`src/rtl/frc_ram.sv`:
```
// Simple dual-port RAM: one write port, one registered read port.
// Depends on nothing but its parameters.
module frc_ram #(
  parameter int DEPTH = 256,
  parameter int AW    = 8
) (
  input  logic          clk,
  input  logic          we,
  input  logic [AW-1:0] waddr,
  input  logic [7:0]    wdata,
  input  logic [AW-1:0] raddr,
  output logic [7:0]    rdata
);

  logic [7:0] mem [DEPTH];

  always_ff @(posedge clk) begin
    if (we) begin
      mem[waddr] <= wdata;
    end
    rdata <= mem[raddr];
  end

endmodule

```
`config.mk`:
```
export PLATFORM = sky130hd
export DESIGN_NAME = frc_ram
export DESIGN_NICKNAME = d
export VERILOG_FILES = /design/src/rtl/frc_ram.sv
export SDC_FILE = /design/constraint.sdc
export NUM_CORES = 2
export LEC_CHECK = 0
export BUFFER_PORTS_ARGS = -buffer_cell sky130_fd_sc_hd__buf_2
export CAP_MARGIN = 20
export CORE_MARGIN = 5
export CORE_UTILIZATION = 60
export DETAILED_ROUTE_END_ITERATION = 12
export GPL_ROUTABILITY_DRIVEN = 0
export MAX_ROUTING_LAYER = met4
export PLACE_DENSITY = 0.77
export SLEW_MARGIN = 5
export SYNTH_ARGS = -nofsm -noshare
export SYNTH_HDL_FRONTEND = slang
export SYNTH_SLANG_ARGS = --single-unit
```
`constraint.sdc`:
```
create_clock -name clk -period 3.1 [get_ports clk]
set_input_delay 0.62 -clock clk [delete_from_list [all_inputs] [get_ports clk]]
set_output_delay 0.62 -clock clk [all_outputs]
set_load 0.03 [all_outputs]
```
; Word-level counts from Yosys, hierarchy flattened
; Memory sizes are Yosys's and may differ from the RTL's. A register that Yosys moved wholly into a read port is not among the register bits.
; Index checks and enable logic that the tools add are counted.
[word_totals]
regBits = 0
mem_bits_rw = 2048
inputBits = 26
mem_count = 1
[memory_table]
columns = memory, depth, width, rd, rd_ports_with_merged_regs, write_ports, line
row1 = mem, 256, 8, 1, 1, 1, 15  ; logic [7:0] mem [DEPTH];
[classes]
mux = 2
[ops]
columns = cell, n
row1 = $mux W1, 2

; Depth between registers and ports, before layout
[logic_depth]
depth_word = 2
depth_mapped = 11
mapped_depth_nobuf = 6

; Worst setup path before layout
; OpenSTA, ideal clock, no wires.
[synth_timing]
path_type = in2reg
startpoint = input raddr[0]
endpoint = register rdata[2] (read register of mem)
t_arrival_ns = 2.427
setup_slack_ns = 0.542
path_stages = 9
path_buffers = 4
cell_sequence = buf_6 buf_12 buf_8 buf_2 mux4_2 a22oi_1 a21oi_1 nor4_1 nor4_2
[synth_lines]
columns = item, line
row1 = start: declaration, 11  ; input logic [AW-1:0] raddr,
row2 = end: declaration, 12  ; output logic [7:0] rdata

==> flow_summary_export.csv <==
group,metric,value,unit
status,status,"finished, final reports clean",
route,wire_per_inst,32.8,um
placed_design,place_ws,-0.529,ns
global_routing,antenna_found_initial,15,
route,routed_wl,204000,um
floorplanning,die_x,374,um
pwr,p_per_area,622,mW/mm^2
worst_setup_path,critPathLaunchType,"input pin",
route,viasPerCell,6.82,
route,drt_iter0_drc,7196,
min_path,hp-class,"in2reg",
worst_setup_path,r2r_end,"rdata[2]$_DFF_P_",
global_routing,overflow,0,
yosys,seq_area_frac_synth,0.775,
floorplanning,dieArea,0.140,sq mm
min_path,holdPathStages,1,
timing,hold_slack,0.335,ns
route,route.antenna.remaining_nets,0,
floorplanning,die_h,374,um
timing,finalClockSkew,0.0493,ns
final_layout,final_util,0.698,
route,vias,42500,
worst_setup_path,crit_required,3.83,ns
yosys,yosysTopAreaCell,"edfxtp_1",
floorplanning,ios,34,
yosys,async_flop_share,0,
yosys,syn-cell-area,0.0796,sq mm
worst_setup_path,crit_path_frequent_cell,"buf_4",
worst_setup_path,cp_max_fo,17,
yosys,yosysUniqueCellTypes,55,
min_path,hold_path_end,"mem[70][0]$_DFFE_PP_",
yosys,yosysMostFrequentCell,"edfxtp_1",
floorplanning,start_util,0.604,
worst_setup_path,critPathBufInv,4,
yosys,synth_ff_type,"edfxtp_1",
cts,cts_tree,"done",
placed_design,dpl.cell_count,5855,
yosys,avgSynthCellArea,21.3,sq um
run,cap_violations,0,
placed_design,dp_hpwl,125000,um
floorplanning,rows,133,
final_layout,layout-drive-gt1-share,0.303,
cts,root_buffer,"clkbuf_16",
global_routing,grt_max_degree,86,
cts,clkTransAtPathRegs,0.06,ns
timing,maxSlewViolCount,0,
worst_setup_path,crit_type,"in2reg",
route,first_pass_iters,6,
timing,setup_viol,0,
final_layout,finalNetCount,4321,
floorplanning,coreArea,0.132,sq mm
cts,cts_buffers,193,
worst_setup_path,crit_chain,"buf_8 > buf_12 > buf_4 > mux4_2 > a22oi_1 > a21oi_1 > nor4_1 > buf_4 > nor4_2",
yosys,ys_seq_elements,2056,
worst_setup_path,slowest_delay,0.85,ns
global_routing,grt_pass1_wl,298000,um
yosys,yosysWarnings,0,
final_layout,stdcell_count,6222,
worst_setup_path,crit_arrival,3.60,ns
cts,cts_resized,0,
yosys,synth_top_area_share,0.773,
pwr,vdd_ir_drop_max,0.000656,V
yosys,synthesis.nets,3759,
timing,rsz0062_at_grt,"no",
worst_setup_path,r2r_cells,6,
worst_setup_path,crit_slowest_cell,"nor4_1",
pwr,power.total,57.2,mW
worst_setup_path,crit_family,"buffers and inverters",
timing,setup_slack,0.229,ns
global_routing,grt_pass1_vias,42600,
final_layout,syn_to_final_growth,15.5,%
timing,finalCritPeriodShare,0.926,
final_layout,num-fill-cells,7443,
pwr,p_leak,29.6,nW
worst_setup_path,rrSetupSlack,0.37,ns
timing,tightest_slew,0.971,ns
cts,hold_buffers,0,
global_routing,grtUsageTotal,0.303,
cts,clock_path_buffers,3,
worst_setup_path,crit_path_end_kind,"register",
worst_setup_path,r2r_start,"mem[193][2]$_DFFE_PP_",
timing,slew_headroom,0.346,
cts,clk_latency,0.85,ns
yosys,synth_edf_count,2048,
cts,cts_htree_levels,4,
cts,cts_setup_buffers,0,
yosys,ys_top_cells_by_area,"edfxtp_1, mux4_2, mux2i_1",
min_path,min_from,"wdata[0]",
yosys,syn_inst,3733,
cts,cts_sinks,2056,
yosys,synth_common_cells,"edfxtp_1, mux4_2, nor2_1",
timing,min_period,2.87,ns
timing,hold_viol,0,
timing,timing.fmax,0.348,GHz
route,drc_errors,0,
placed_design,portBuffers,33,
-- logic make-up (layout without fill, tap and decap cells) --
family	after synthesis	count (layout)	share of synthesized area
muxes	591	591	0.146
buffers and inverters	235	954	0.0183
DFF	2056	2056	0.775
and+or+nand+nor	466	466	0.0263
AOI/OAI and AO/OA	385	385	0.0342
other	0	15	0
-- cell usage in the layout (no fill, tap or decap), drive strengths merged, types with 4 or more instances in the layout --
cell type	count
o21ai	12
nor3	22
dfxtp	8
o22a	5
a211oi	16
a22oi	133
o221ai	47
clkinv	85
mux2i	134
edfxtp	2048
a2111oi	5
clkbuf	237
inv	10
a221oi	14
o32ai	5
nand2b	8
o211ai	10
nor4	27
nand2	33
diode	15
nand3	34
o22ai	28
clkinvlp	11
nor2b	31
a21oi	96
a22o	8
bufinv	19
buf	592
nor2	282
nand4	10
mux4	456
and2	6
or2	4
-- cell type report --
cell class,instances,area (sq um),area share
Timing Repair Buffer,600,5280,0.0574
Multi-Input combinational cell,1442,16500,0.179
Inverter,2,7.51,0.0000817
Clock inverter,123,1250,0.0136
Antenna cell,15,37.5,0.000408
Tap cell,1755,2200,0.0239
Clock buffer,229,4990,0.0543
Sequential cell,2056,61700,0.671
-- registers in the layout, summed over array words and instances (netlist names) --
name   flops
mem     2048
rdata      8
-- worst max-delay path by stage --
stage | endpoint | slack, ns | from | cells after the start
after floorplan | rdata[2]$_DFF_P_ | 0.54 | raddr[0] | 9
after global placement | rdata[6]$_DFF_P_ | -0.50 | raddr[0] | 9
after detailed placement | rdata[6]$_DFF_P_ | -0.53 | raddr[0] | 9
after CTS | rdata[6]$_DFF_P_ | 0.30 | raddr[0] | 9
after global routing | rdata[7]$_DFF_P_ | 0.21 | raddr[0] | 11
final | rdata[2]$_DFF_P_ | 0.23 | raddr[0] | 9
-- routing by layer --
| metal | up-vias | wire [um] | track usage | part of all wire |
|---|---|---|---|---|
| li1 | 16800 | - | - | - |
| met1 | 21800 | 71200 | 0.408 | 0.35 |
| met2 | 3281 | 98900 | 0.460 | 0.48 |
| met3 | 511 | 25700 | 0.0725 | 0.13 |
| met4 | 0 | 8490 | 0.114 | 0.042 |
| met5 | - | 0 | - | 0 |
-- power by group --
part / internal [mW] / total (mW) / switching, mW
Clock: 13.1 / 23.4 / 10.3
Combinational: 1.17 / 3.09 / 1.92
Sequential: 30.6 / 30.7 / 0.0679
Total: 44.9 / 57.2 / 12.3
-- metrics by stage --
stage | setup TNS [ns] | instance area [sq um]
after floorplan | 0 | 79600
after global placement | -2.46 | 85600
after detailed placement | -2.61 | 85600
after CTS | 0 | 91900
after global routing | 0 | 91900
final | 0 | 91900
Note: power is estimated with default switching activity, not from simulation.
