`config.mk`:
```
export PLATFORM = sky130hd
export DESIGN_NAME = frc_crc
export DESIGN_NICKNAME = d
export VERILOG_FILES = /design/src/rtl/frc_pkg.sv /design/src/rtl/frc_crc.sv
export SDC_FILE = /design/constraint.sdc
export NUM_CORES = 1
export LEC_CHECK = 0
export ABC_AREA = 0
export BUFFER_PORTS_ARGS = -buffer_cell sky130_fd_sc_hd__buf_2
export CORE_MARGIN = 2
export CORE_UTILIZATION = 40
export DETAILED_ROUTE_END_ITERATION = 8
export PLACE_DENSITY = 0.6
export SYNTH_ARGS = -nofsm -noshare
export SYNTH_HDL_FRONTEND = slang
export SYNTH_SLANG_ARGS = --single-unit
```
`constraint.sdc`:
```
create_clock -name clk -period 2.34 [get_ports clk]
set_input_delay 0.234 -clock clk [delete_from_list [all_inputs] [get_ports clk]]
set_output_delay 0.234 -clock clk [all_outputs]
set_load 0.01 [all_outputs]
```
`src/rtl/frc_pkg.sv`:
```
// Shared types, constants and CRC helper for the fragment reassembler.
// No dependencies; imported by frc_crc and the top level of the block.
package frc_pkg;

  localparam int HEADER_BYTES          = 12;
  localparam int PREFIX_BYTES          = 5;
  localparam int TRAILER_BYTES         = 4;
  localparam int PACKET_MAX_BYTES_DEF  = 256;
  localparam int BODY_MAX_BYTES_DEF    = 1024;

  localparam logic [31:0] CRC_POLY  = 32'hEDB8_8320;
  localparam logic [31:0] CRC_INIT  = 32'hFFFF_FFFF;
  localparam logic [31:0] CRC_XOROUT = 32'hFFFF_FFFF;

  localparam logic [7:0]  COMMAND_CODE_RST = 8'd0;
  localparam logic [7:0]  VERSION_RST      = 8'd1;
  localparam logic [7:0]  MAX_DIR_RST      = 8'd2;
  localparam logic [31:0] TIMEOUT_RST      = 32'd1000;

  typedef enum logic [1:0] {
    REG_COMMAND = 2'd0,
    REG_VERSION = 2'd1,
    REG_MAX_DIR = 2'd2,
    REG_TIMEOUT = 2'd3
  } reg_idx_t;

  typedef enum logic [1:0] {
    ST_MORE = 2'd0,
    ST_MSG  = 2'd1,
    ST_BAD  = 2'd2,
    ST_READ = 2'd3
  } status_t;

  typedef struct packed {
    logic       init;
    logic       feed;
    logic [7:0] data;
  } crc_ctl_t;

  function automatic logic [31:0] crc_byte(input logic [31:0] c_in, input logic [7:0] b);
    logic [31:0] c;
    c = c_in ^ {24'd0, b};
    for (int k = 0; k < 8; k++) begin
      c = (c >> 1) ^ (CRC_POLY & {32{c[0]}});
    end
    return c;
  endfunction

endpackage

```
`src/rtl/frc_crc.sv`:
```
// Byte-wide CRC-32 accumulator shared by the prefix and body passes.
// Depends on frc_pkg (crc_ctl_t, crc_byte, CRC_INIT).
module frc_crc
  import frc_pkg::*;
(
  input  logic        clk,
  input  crc_ctl_t    ctl,
  output logic [31:0] crc
);

  always_ff @(posedge clk) begin
    if (ctl.init) begin
      crc <= CRC_INIT;
    end else if (ctl.feed) begin
      crc <= crc_byte(crc, ctl.data);
    end
  end

endmodule

```
* Word level (Yosys, flattened, before mapping)
Cells that the tools add are included.
** Cells by class
- $add $sub $neg :: 0
- Multiply operators :: 0
- Divide/modulo/power cells :: 0
- Magnitude comparators :: 0
- Eq/ne operators :: 0
- Shift operators :: 0
- Multiplexer cells :: 0
- Bitwise operators :: 9
- Reduce and logical (&&, ||, !) cells :: 0
** Operator list (number)
- XOR 31 x 32 -> 32 bit :: 8
- XOR 32 x 8 -> 32 bit :: 1
** Storage, ports and cells
- Register bits after elaboration :: 32
- Bits in latches :: 0
- Bits in writable memories :: 0
- ROM bits :: 0
- Bits of input ports :: 11
- Output and inout port bits :: 32
- Logic and storage cells :: 10
- Memories :: 0

* Logic depth before layout (Yosys ltp)
Gate-level depths: netlist of the first run.
- Depth after elaboration :: 9
- Gate-level depth with buffers :: 5
- Mapped depth without buffers :: 5

* Least setup slack after synthesis of the first run
No wires, ideal clock.
- Path kind :: register -> register
- From :: register crc[7]
- To :: register crc[24]
- Setup time :: 0.129 ns
- Data arrival time :: 1.681 ns
- Data required time :: 2.211 ns
- Setup slack :: 0.531 ns
- Stages on the path, launching flop included :: 6
- Path buffers :: 0
- Period minus slack after synthesis :: 1.809 ns
- Cells stage by stage :: dfxtp_1 > xnor2_2 > xnor2_4 > xor3_2 > xnor2_1 > a21oi_1
** Between the ends
- Cells in the longest elaborated chain, start to end :: 9
** Ends and longest elaborated chain
- start: declaration :: RTL line frc_crc.sv:8 : output logic [31:0] crc
- start signal: assignment :: RTL line frc_crc.sv:15 : crc <= crc_byte(crc, ctl.data);
- XOR 32 x 8 -> 32 bit :: RTL line frc_pkg.sv:42 : c = c_in ^ {24'd0, b};
- XOR 31 x 32 -> 32 bit (8 in series) :: RTL line frc_pkg.sv:44 : c = (c >> 1) ^ (CRC_POLY & {32{c[0]}});
Every way passes these cells.
A chain may end at the register's enable or synchronous reset.

* Final worst setup path of the first run
- From :: register crc[4]
- To :: register crc[24]
Same word-level chain as after synthesis.

==> results of run 1 <==
[stage by stage]
step | power (mW) | setup slack, ns | hold slack [ns] | std cells
6_report | 4.225 | 0.4076 | 0.4799 | 291
5_1_grt | 4.590 | 0.2453 | 0.5337 | 291
4_1_cts | 4.289 | 0.3824 | 0.4696 | 291
3_5_place_dp | 3.821 | 0.3984 | 0.5235 | 283
3_3_place_gp | 3.804 | 0.3901 | 0.5141 | 283
2_1_floorplan | 3.181 | 0.5306 | 0.3406 | 193
[worst paths after layout]
check / depth (start not counted) / slack, ns / to / from
worst max-delay path: 5 / 0.41 / crc[24] / crc[4]
worst min-delay path: 3 / 0.48 / crc[28] / ctl[8]
worst min register to register: 2 / 0.53 / crc[20] / crc[20]
worst max register to register: 5 / 0.41 / crc[24] / crc[4]
[power breakdown]
part	switching [mW]	internal (mW)	leakage [nW]
Clock	0.201	0.240	0.0455
Combinational	1.34	1.47	0.558
Sequential	0.210	0.761	0.266
Total	1.75	2.47	0.870
[layer usage]
metal / global-route usage / share of wire
met1: 0.2371 / 0.49
met2: 0.2315 / 0.43
met3: 0.05907 / 0.069
met4: 0.05660 / 0.011
met5: 0 / 0
[worst max-delay path, stage by stage, from the launching register on]
cell and delay, ns:
dfxtp_1 0.34, xnor2_2 0.22, xnor2_1 0.51, xor3_2 0.49, xnor2_1 0.17, a21oi_1 0.08
[area by class of cell]
type                       count  share of cell area
sequential                    32              0.2907
timing repair buffer          47              0.1124
multi-input combinational    151              0.5247
inverter                       1            0.001704
tap                           52             0.02953
clock buffer                   8             0.04089
[cell usage in the layout (no fill, tap or decap)]
cell type,netlist,final
buf_2,0,42
xnor2_1,33,33
dfxtp_1,32,32
a21oi_1,28,28
xor2_1,20,20
nor2_1,19,19
or2_2,16,16
xnor2_2,10,10
clkbuf_8,0,6
nor3_1,5,5
buf_4,0,5
nor2b_1,4,4
a211o_1,4,4
o21ai_0,4,4
xnor2_4,2,2
and2_1,2,2
o31ai_1,2,2
clkbuf_1,8,2
inv_1,1,1
xor3_2,1,1
o21ai_1,1,1
[cells by family after synthesis]
logic type | synth area share
simple gates | 0.1276
buf+inv | 0.02046
compound gates | 0.1173
xor+xnor | 0.3854
flops | 0.3492
==> flow_summary_export.csv, run 1 <==
group,metric,value,unit
sta,grt_setup_unrepaired,"no",
logic_synthesis,synthArstFlopShare,0,
finish,multi_input_area,1156,um2
power,powerDensity,1918,nW/um2
floorplanning,coreArea,4384,um2
finish,syn_to_final_growth,20.12,%
floorplanning,die_width,71.72,um
global_route,grt_usage,0.1662,
outcome,status,"finished clean",
route,antenna_left,0,
placed_design,place_congestion,0.7490,
min_path,min_path_type,"primary input to flip-flop",
finish,num_antenna_cells,0,
logic_synthesis,synth_edf_count,0,
clocking,h-tree-depth,2,
setup_path,crit_arrival,2.10,ns
route,drtIter0Drc,85,
clocking,clkSinkCount,32,
finish,largest_reg_flops,32,
logic_synthesis,yosysMostFrequentCell,"xnor2_1",
logic_synthesis,ys_seq_area_frac,0.3492,
clocking,clk_latency,0.29,ns
floorplanning,start_util,0.4184,
placed_design,hpwl,2.897,mm
setup_path,crit_required,2.50,ns
logic_synthesis,synthesis.area,1834,um2
global_route,antenna_found_initial,0,
global_route,grt_pass1_vias,1272,
route,first_pass_iters,6,
clocking,numCtsBuffers,5,
clocking,ctsHoldBuffers,0,
finish,n_fill_cell,441,
floorplanning,pin_count,43,
setup_path,end_kind,"flip-flop",
finish,regMostFlops,"crc",
floorplanning,die_h,71.72,um
finish,ff_latch_area,640.6,um2
sta,finalSetupViolations,0,
setup_path,critical_path_peak_fanout,5,
finish,layout.nets,249,
sta,skew,0.002013,ns
setup_path,critPathKind,"flip-flop to flip-flop",
sta,setup_tns,0,ns
logic_synthesis,synth_seq_cells,32,
power,vdd_drop_max,708.7,uV
clocking,clock_path_buffers,2,
route,wire_per_inst,13.62,um
route,wl,3.963,mm
global_route,gr-total-overflow,0,
sta,drv_slew,0,
logic_synthesis,synth.distinct_cells,19,
placed_design,io_buffers,42,
sta,worst_pin_slew,0.5769,ns
logic_synthesis,synth_top_area_frac,0.3492,
setup_path,crit_path_start_kind,"flip-flop",
clocking,clk_pin_slew,0.06,ns
clocking,post_cts_buffers,0,
logic_synthesis,syn_avg_cell_area,9.504,um2
route,vias_per_cell,4.763,
sta,period_share,0.8258,
sta,post-route-min-period,1.932,ns
logic_synthesis,ys.flop_type,"dfxtp_1",
power,p_leak,0.8696,nW
finish,design_area,2203,um2
logic_synthesis,postSynthNetCount,204,
clocking,cts_tree,"built",
clocking,cts_resized,0,
floorplanning,die-area,5143,um2
logic_synthesis,netlist_instances,193,
logic_synthesis,synth.largest_area_cell,"dfxtp_1",
route,via_count,1386,
logic_synthesis,synthTopCellsByArea,"dfxtp_1, xnor2_1, xor2_1",
placed_design,dpl_cell_area,2113,um2
global_route,grt_pass1_wl,6.410,mm
finish,finalCoreUtilization,0.5026,
finish,drive_gt1_frac,0.3431,
route,drc,0,
sta,slew-limit-headroom,0.6126,
logic_synthesis,synthTopCellsByCount,"xnor2_1, dfxtp_1, a21oi_1",
run,maxCapViolCount,0,
finish,top_regs,"crc: 32 flops",
logic_synthesis,ys_warn_count,0,
global_route,grt_max_degree,34,
clocking,root_buffer,"clkbuf_8",
floorplanning,row_count,24,
sta,fmax,0.5175,GHz
sta,hold_violations,0,
Note: power is estimated with default switching activity, not from simulation.
==> run 2: changes to the inputs <==
==> constraint.sdc (replaced) <==
create_clock -name clk -period 1.98 [get_ports clk]
set_input_delay 0.198 -clock clk [delete_from_list [all_inputs] [get_ports clk]]
set_output_delay 0.198 -clock clk [all_outputs]
set_load 0.01 [all_outputs]
==> run 2 against run 1 <==
Non-clock buffer count up 5; register-to-register slack worse by 0.28 ns; sequential power up 18%; clock power up 8.4%; global-route usage down 0.40 points; maximum frequency up 4.6%; cell area up 1.5%; final cell count up 1.4%; first-iteration DRC count down 34%; combinational power up 21%; largest cell class unchanged.
==> flow_summary_export.csv, run 2 (synthesized netlist as in run 1, its figures left out) <==
group,metric,value,unit
min_path,min_path_type,"primary input to flip-flop",
floorplanning,die-area,5143,um2
floorplanning,die_width,71.72,um
finish,drive_gt1_frac,0.3621,
global_route,grt_max_degree,34,
route,via_count,1412,
power,p_sw,2.067,mW
clocking,cts_tree,"built",
global_route,antenna_found_initial,0,
clocking,clk_latency,0.29,ns
route,antenna_left,0,
power,internal_power,2.945,mW
sta,grt_setup_unrepaired,"no",
placed_design,io_buffers,42,
floorplanning,coreArea,4384,um2
clocking,clock_path_buffers,2,
floorplanning,row_count,24,
finish,syn_to_final_growth,21.90,%
clocking,h-tree-depth,2,
finish,finalCoreUtilization,0.5100,
setup_path,crit_family,"XOR/XNOR gates",
setup_path,critical_path_peak_fanout,4,
global_route,grt_pass1_wl,6.417,mm
sta,period_share,0.9332,
finish,final_common_cell,"buf_2",
power,clockPowerShare,0.095,
setup_path,r2r-start,"crc[1]",
global_route,gr-total-overflow,0,
power,combPwrFrac,0.676,
sta,finalSetupViolations,0,
finish,regMostFlops,"crc",
sta,fmax,0.5412,GHz
setup_path,r2r_end,"crc[24]",
power,vdd_drop_max,933.6,uV
finish,final_cell_mix,"buf_2, xnor2_1, dfxtp_1, a21oi_1, xor2_1",
sta,worst_pin_slew,0.6241,ns
setup_path,critPathKind,"flip-flop to flip-flop",
sta,post-route-min-period,1.848,ns
global_route,grt_usage,0.1622,
setup_path,crit_required,2.14,ns
setup_path,crit_path_start_kind,"flip-flop",
min_path,worstHoldPathCells,3,
min_path,hold-path-endpoint,"crc[6]",
power,swShare,0.4124,
finish,layout.nets,254,
run,maxCapViolCount,0,
route,wire_per_inst,13.31,um
finish,largest_reg_flops,32,
power,pwr-share-seq,0.229,
global_route,grt_pass1_vias,1357,
route,drtIter0Drc,56,
route,vias_per_cell,4.786,
setup_path,timing.critical_path.buf_inv,0,
route,wl,3.925,mm
setup_path,slowest_stage,"xnor2_1",
finish,top_regs,"crc: 32 flops",
min_path,min_from,"ctl[8]",
clocking,clkSinkCount,32,
floorplanning,die_h,71.72,um
sta,hold_violations,0,
sta,setup_tns,0,ns
route,first_pass_iters,4,
setup_path,critPathMostFrequentCell,"xnor2_1",
route,drc,0,
setup_path,slowest_delay,0.54,ns
setup_path,crit_arrival,2.01,ns
setup_path,path_cells,"xnor2_2 > xnor2_1 > xor3_2 > xnor2_1 > a21oi_1",
setup_path,r2r_setup_slack,0.13,ns
sta,skew,0.005004,ns
sta,drv_slew,0,
setup_path,end_kind,"flip-flop",
power,p_leak,0.8948,nW
placed_design,place_congestion,0.7699,
power,powerDensity,2242,nW/um2
setup_path,reg2regPathDepth,5,
floorplanning,start_util,0.4184,
outcome,status,"finished clean",
clocking,root_buffer,"clkbuf_8",
finish,num_antenna_cells,0,
clocking,numCtsBuffers,5,
clocking,clk_pin_slew,0.07,ns
sta,slew-limit-headroom,0.5809,
placed_design,hpwl,2.898,mm
floorplanning,pin_count,43,
[run 2: metrics by stage]
step / power [mW] / cell area, um2 / cells / worst slack [ns] / hold WS [ns]
floorplan: 3.759 / 1834 / 193 / 0.1706 / 0.3046
global placement: 4.555 / 2151 / 288 / 0.1576 / 0.5132
detailed placement: 4.554 / 2151 / 288 / 0.1223 / 0.5172
CTS: 5.056 / 2228 / 295 / 0.1107 / 0.3638
global route: 5.423 / 2236 / 295 / 0.02598 / 0.3860
finish: 5.012 / 2236 / 295 / 0.1323 / 0.3726
[run 2: final cells by class]
type,count,area (um2)
fillers,430,2148
multi-input cells,151,1164
flip-flops and latches,32,640.6
repair buffers,52,285.3
clock buffers,6,72.57
well taps,52,65.06
clock inverters,1,5.005
inverters,1,3.754
[run 2: metal layers]
metal,global-route usage,vias to the layer above,part of all wire
met1,0.2189,637,0.48
met3,0.03938,8,0.055
li1,-,730,-
met2,0.2469,37,0.44
met4,0.06918,0,0.019
met5,0,-,0
[run 2: worst min-delay path: cells and delay by family]
family | cells | cell delay, ns
compound gates | 1 | 0.14
buf+inv | 1 | 0.19
simple gates | 1 | 0.10
[run 2: worst max path at each step]
| stage | from | end | slack [ns] | cells past startpoint |
|---|---|---|---|---|
| after floorplan | crc[7] | crc[24] | 0.17 | 5 |
| after global placement | crc[0] | crc[2] | 0.16 | 5 |
| after detailed placement | crc[1] | crc[24] | 0.12 | 5 |
| after CTS | crc[1] | crc[24] | 0.11 | 5 |
| after global routing | crc[2] | crc[24] | 0.03 | 5 |
| final | crc[1] | crc[24] | 0.13 | 5 |
[run 2: power groups by stage]
stage               combinational [mW]  clock, mW  sequential [mW]
floorplan                         2.51          0             1.25
global placement                  3.39          0             1.16
detailed placement                3.39          0             1.16
CTS                               3.42      0.485             1.15
global route                      3.73      0.507             1.19
finish                            3.39      0.477             1.15
[run 2: repair_timing]
item                                    in CTS  in global routing
endpoints found under the setup margin       0                  1
gates resized for setup                      0                  1
hold buffers                                 0                  0
setup buffers                                0                  0
==> run 3: changes to the inputs <==
--- a/config.mk
+++ b/config.mk
@@ -5,12 +5,12 @@
 export SDC_FILE = /design/constraint.sdc
 export NUM_CORES = 1
 export LEC_CHECK = 0
-export ABC_AREA = 0
+export ABC_AREA = 1
 export BUFFER_PORTS_ARGS = -buffer_cell sky130_fd_sc_hd__buf_2
 export CORE_MARGIN = 2
 export CORE_UTILIZATION = 40
 export DETAILED_ROUTE_END_ITERATION = 8
-export PLACE_DENSITY = 0.6
+export PLACE_DENSITY = 0.59
 export SYNTH_ARGS = -nofsm -noshare
 export SYNTH_HDL_FRONTEND = slang
 export SYNTH_SLANG_ARGS = --single-unit
==> run 3 against run 2 <==
Global-route usage up 2.8 points; critical endpoint is now crc[23]; worst hold slack better by 0.017 ns; total power down 53%; final cell count up 59%; sequential cell count unchanged; largest power group unchanged; setup slack better by 0.32 ns.
==> flow_summary_export.csv, run 3 <==
group,metric,value,unit
logic_synthesis,synth_top_area_frac,0.2795,
placed_design,io_buffers,42,
sta,slew-limit-headroom,0.7336,
global_route,grt_max_degree,32,
clocking,cts_tree,"built",
route,drc,0,
setup_path,critPathMostFrequentCell,"nand2_1",
route,drtIter0Drc,148,
finish,num_antenna_cells,0,
setup_path,timing.critical_path.buf_inv,1,
sta,fmax,0.6547,GHz
setup_path,slowest_stage,"dfxtp_1",
finish,n_fill_cell,585,
logic_synthesis,synth.largest_area_cell,"dfxtp_1",
placed_design,place_congestion,0.8032,
clocking,clock_path_buffers,2,
placed_design,dpl_cell_area,2551,um2
power,powerDensity,892.9,nW/um2
sta,setup_tns,0,ns
sta,post-route-min-period,1.527,ns
finish,drive_gt1_frac,0.2437,
sta,setup_slack,0.4527,ns
setup_path,crit_arrival,1.71,ns
clocking,h-tree-depth,2,
global_route,grt_pass1_vias,1885,
logic_synthesis,synth.distinct_cells,27,
finish,largest_reg_flops,32,
min_path,min_path_type,"primary input to flip-flop",
logic_synthesis,syn_avg_cell_area,6.475,um2
floorplanning,pin_count,43,
setup_path,critical_path_peak_fanout,6,
route,vias_per_cell,4.764,
clocking,numCtsBuffers,5,
logic_synthesis,synth_edf_count,0,
logic_synthesis,ys_seq_area_frac,0.2795,
finish,top_regs,"crc: 32 flops",
logic_synthesis,synthArstFlopShare,0,
logic_synthesis,synthesis.area,2292,um2
setup_path,crit_path_start_kind,"flip-flop",
placed_design,hpwl,4.355,mm
floorplanning,coreArea,5507,um2
global_route,grt_pass1_wl,9.252,mm
finish,regMostFlops,"crc",
power,p_leak,1.336,nW
sta,skew,0.006361,ns
run,maxCapViolCount,0,
clocking,root_buffer,"clkbuf_8",
finish,final_common_cell,"nand2_1",
sta,period_share,0.7714,
clocking,clkSinkCount,32,
route,first_pass_iters,4,
route,antenna_left,0,
floorplanning,start_util,0.4163,
clocking,cts_resized,0,
clocking,post_cts_buffers,0,
route,via_count,2239,
floorplanning,die_h,79.70,um
floorplanning,die_width,79.70,um
logic_synthesis,yosysMostFrequentCell,"nand2_1",
clocking,clk_latency,0.29,ns
placed_design,place_worst_setup_slack,0.4679,ns
floorplanning,row_count,27,
setup_path,critPathKind,"flip-flop to flip-flop",
route,wl,5.832,mm
route,wire_per_inst,12.41,um
logic_synthesis,netlist_instances,354,
logic_synthesis,ys_warn_count,0,
logic_synthesis,synth_seq_cells,32,
sta,worst_pin_slew,0.3996,ns
clocking,clk_pin_slew,0.07,ns
setup_path,crit_required,2.16,ns
sta,hold_violations,0,
floorplanning,die-area,6352,um2
finish,final_cell_mix,"nand2_1, buf_2, dfxtp_1, a21oi_1, nand3_1",
global_route,antenna_found_initial,0,
finish,layout.nets,408,
setup_path,end_kind,"flip-flop",
clocking,ctsHoldBuffers,0,
logic_synthesis,synthTopCellsByCount,"nand2_1, dfxtp_1, a21oi_1",
sta,finalSetupViolations,0,
sta,drv_slew,0,
finish,design_area,2641,um2
setup_path,path_cells,"inv_2 > nand2_1 > nand2_2 > nand2_1 > nand2_1 > nand2_2 > nand2_4 > nand2_2 > nand3_1 > nand3_1 > nand2_1",
finish,finalCoreUtilization,0.4797,
outcome,status,"finished clean",
sta,grt_setup_unrepaired,"no",
global_route,grt_usage,0.1898,
setup_path,slowest_delay,0.38,ns
logic_synthesis,postSynthNetCount,365,
global_route,gr-total-overflow,0,
power,vdd_drop_max,409.7,uV
setup_path,crit_family,"simple AND/OR/NAND/NOR gates",
logic_synthesis,ys.flop_type,"dfxtp_1",
logic_synthesis,synthTopCellsByArea,"dfxtp_1, nand2_1, xor2_1",
finish,syn_to_final_growth,15.23,%
==> run 3: power by group <==
group,internal [mW],switching (mW)
Sequential,0.729,0.0840
Combinational,0.377,0.643
Clock,0.283,0.243
==> run 3: final timing paths <==
check             startpoint       to  slack [ns]  cells past startpoint
hold / removal        ctl[8]  crc[10]        0.39                      3
setup / recovery      crc[1]  crc[23]        0.45                     11
setup reg to reg      crc[1]  crc[23]        0.45                     11
hold reg to reg       crc[9]   crc[9]        0.51                      2
==> run 3: area by class of cell <==
class                   count  area (um2)  share of cell area
multi-input cells         280        1461              0.5533
flip-flops and latches     32       640.6              0.2425
repair buffers             45       232.7             0.08811
inverters                  33       126.4             0.04784
clock buffers               8       90.09             0.03411
well taps                  72       90.09             0.03411
==> run 3: kinds of logic after synthesis <==
family / Yosys count / share of synthesized area
xor gates and xnor gates: 27 / 0.1130
and+or+nand+nor: 201 / 0.4034
buffers and inverters: 42 / 0.08297
DFF: 32 / 0.2795
AOI/OAI and AO/OA: 52 / 0.1212
==> run 3: metal layers <==
layer,vias to the layer above,track usage,part of all wire
met3,7,0.03394,0.051
li1,1205,-,-
met1,977,0.2578,0.50
met4,0,0.05517,0.0098
met2,50,0.3067,0.44
met5,-,0,0
==> run 3: worst register-to-register path: cells and delay by family, from the launching register on <==
kind                   cells  cell delay (ns)
AND/OR/NAND/NOR           10             0.99
buffers and inverters      1             0.06
flip-flops                 1             0.38
==> run 3: metrics by stage <==
stage	hold WS [ns]	instances	total power [mW]
2_1_floorplan	0.3823	354	1.587
3_3_place_gp	0.4980	462	1.836
3_5_place_dp	0.4999	462	1.845
4_1_cts	0.3979	470	2.372
5_1_grt	0.4283	470	2.548
6_report	0.3897	470	2.358
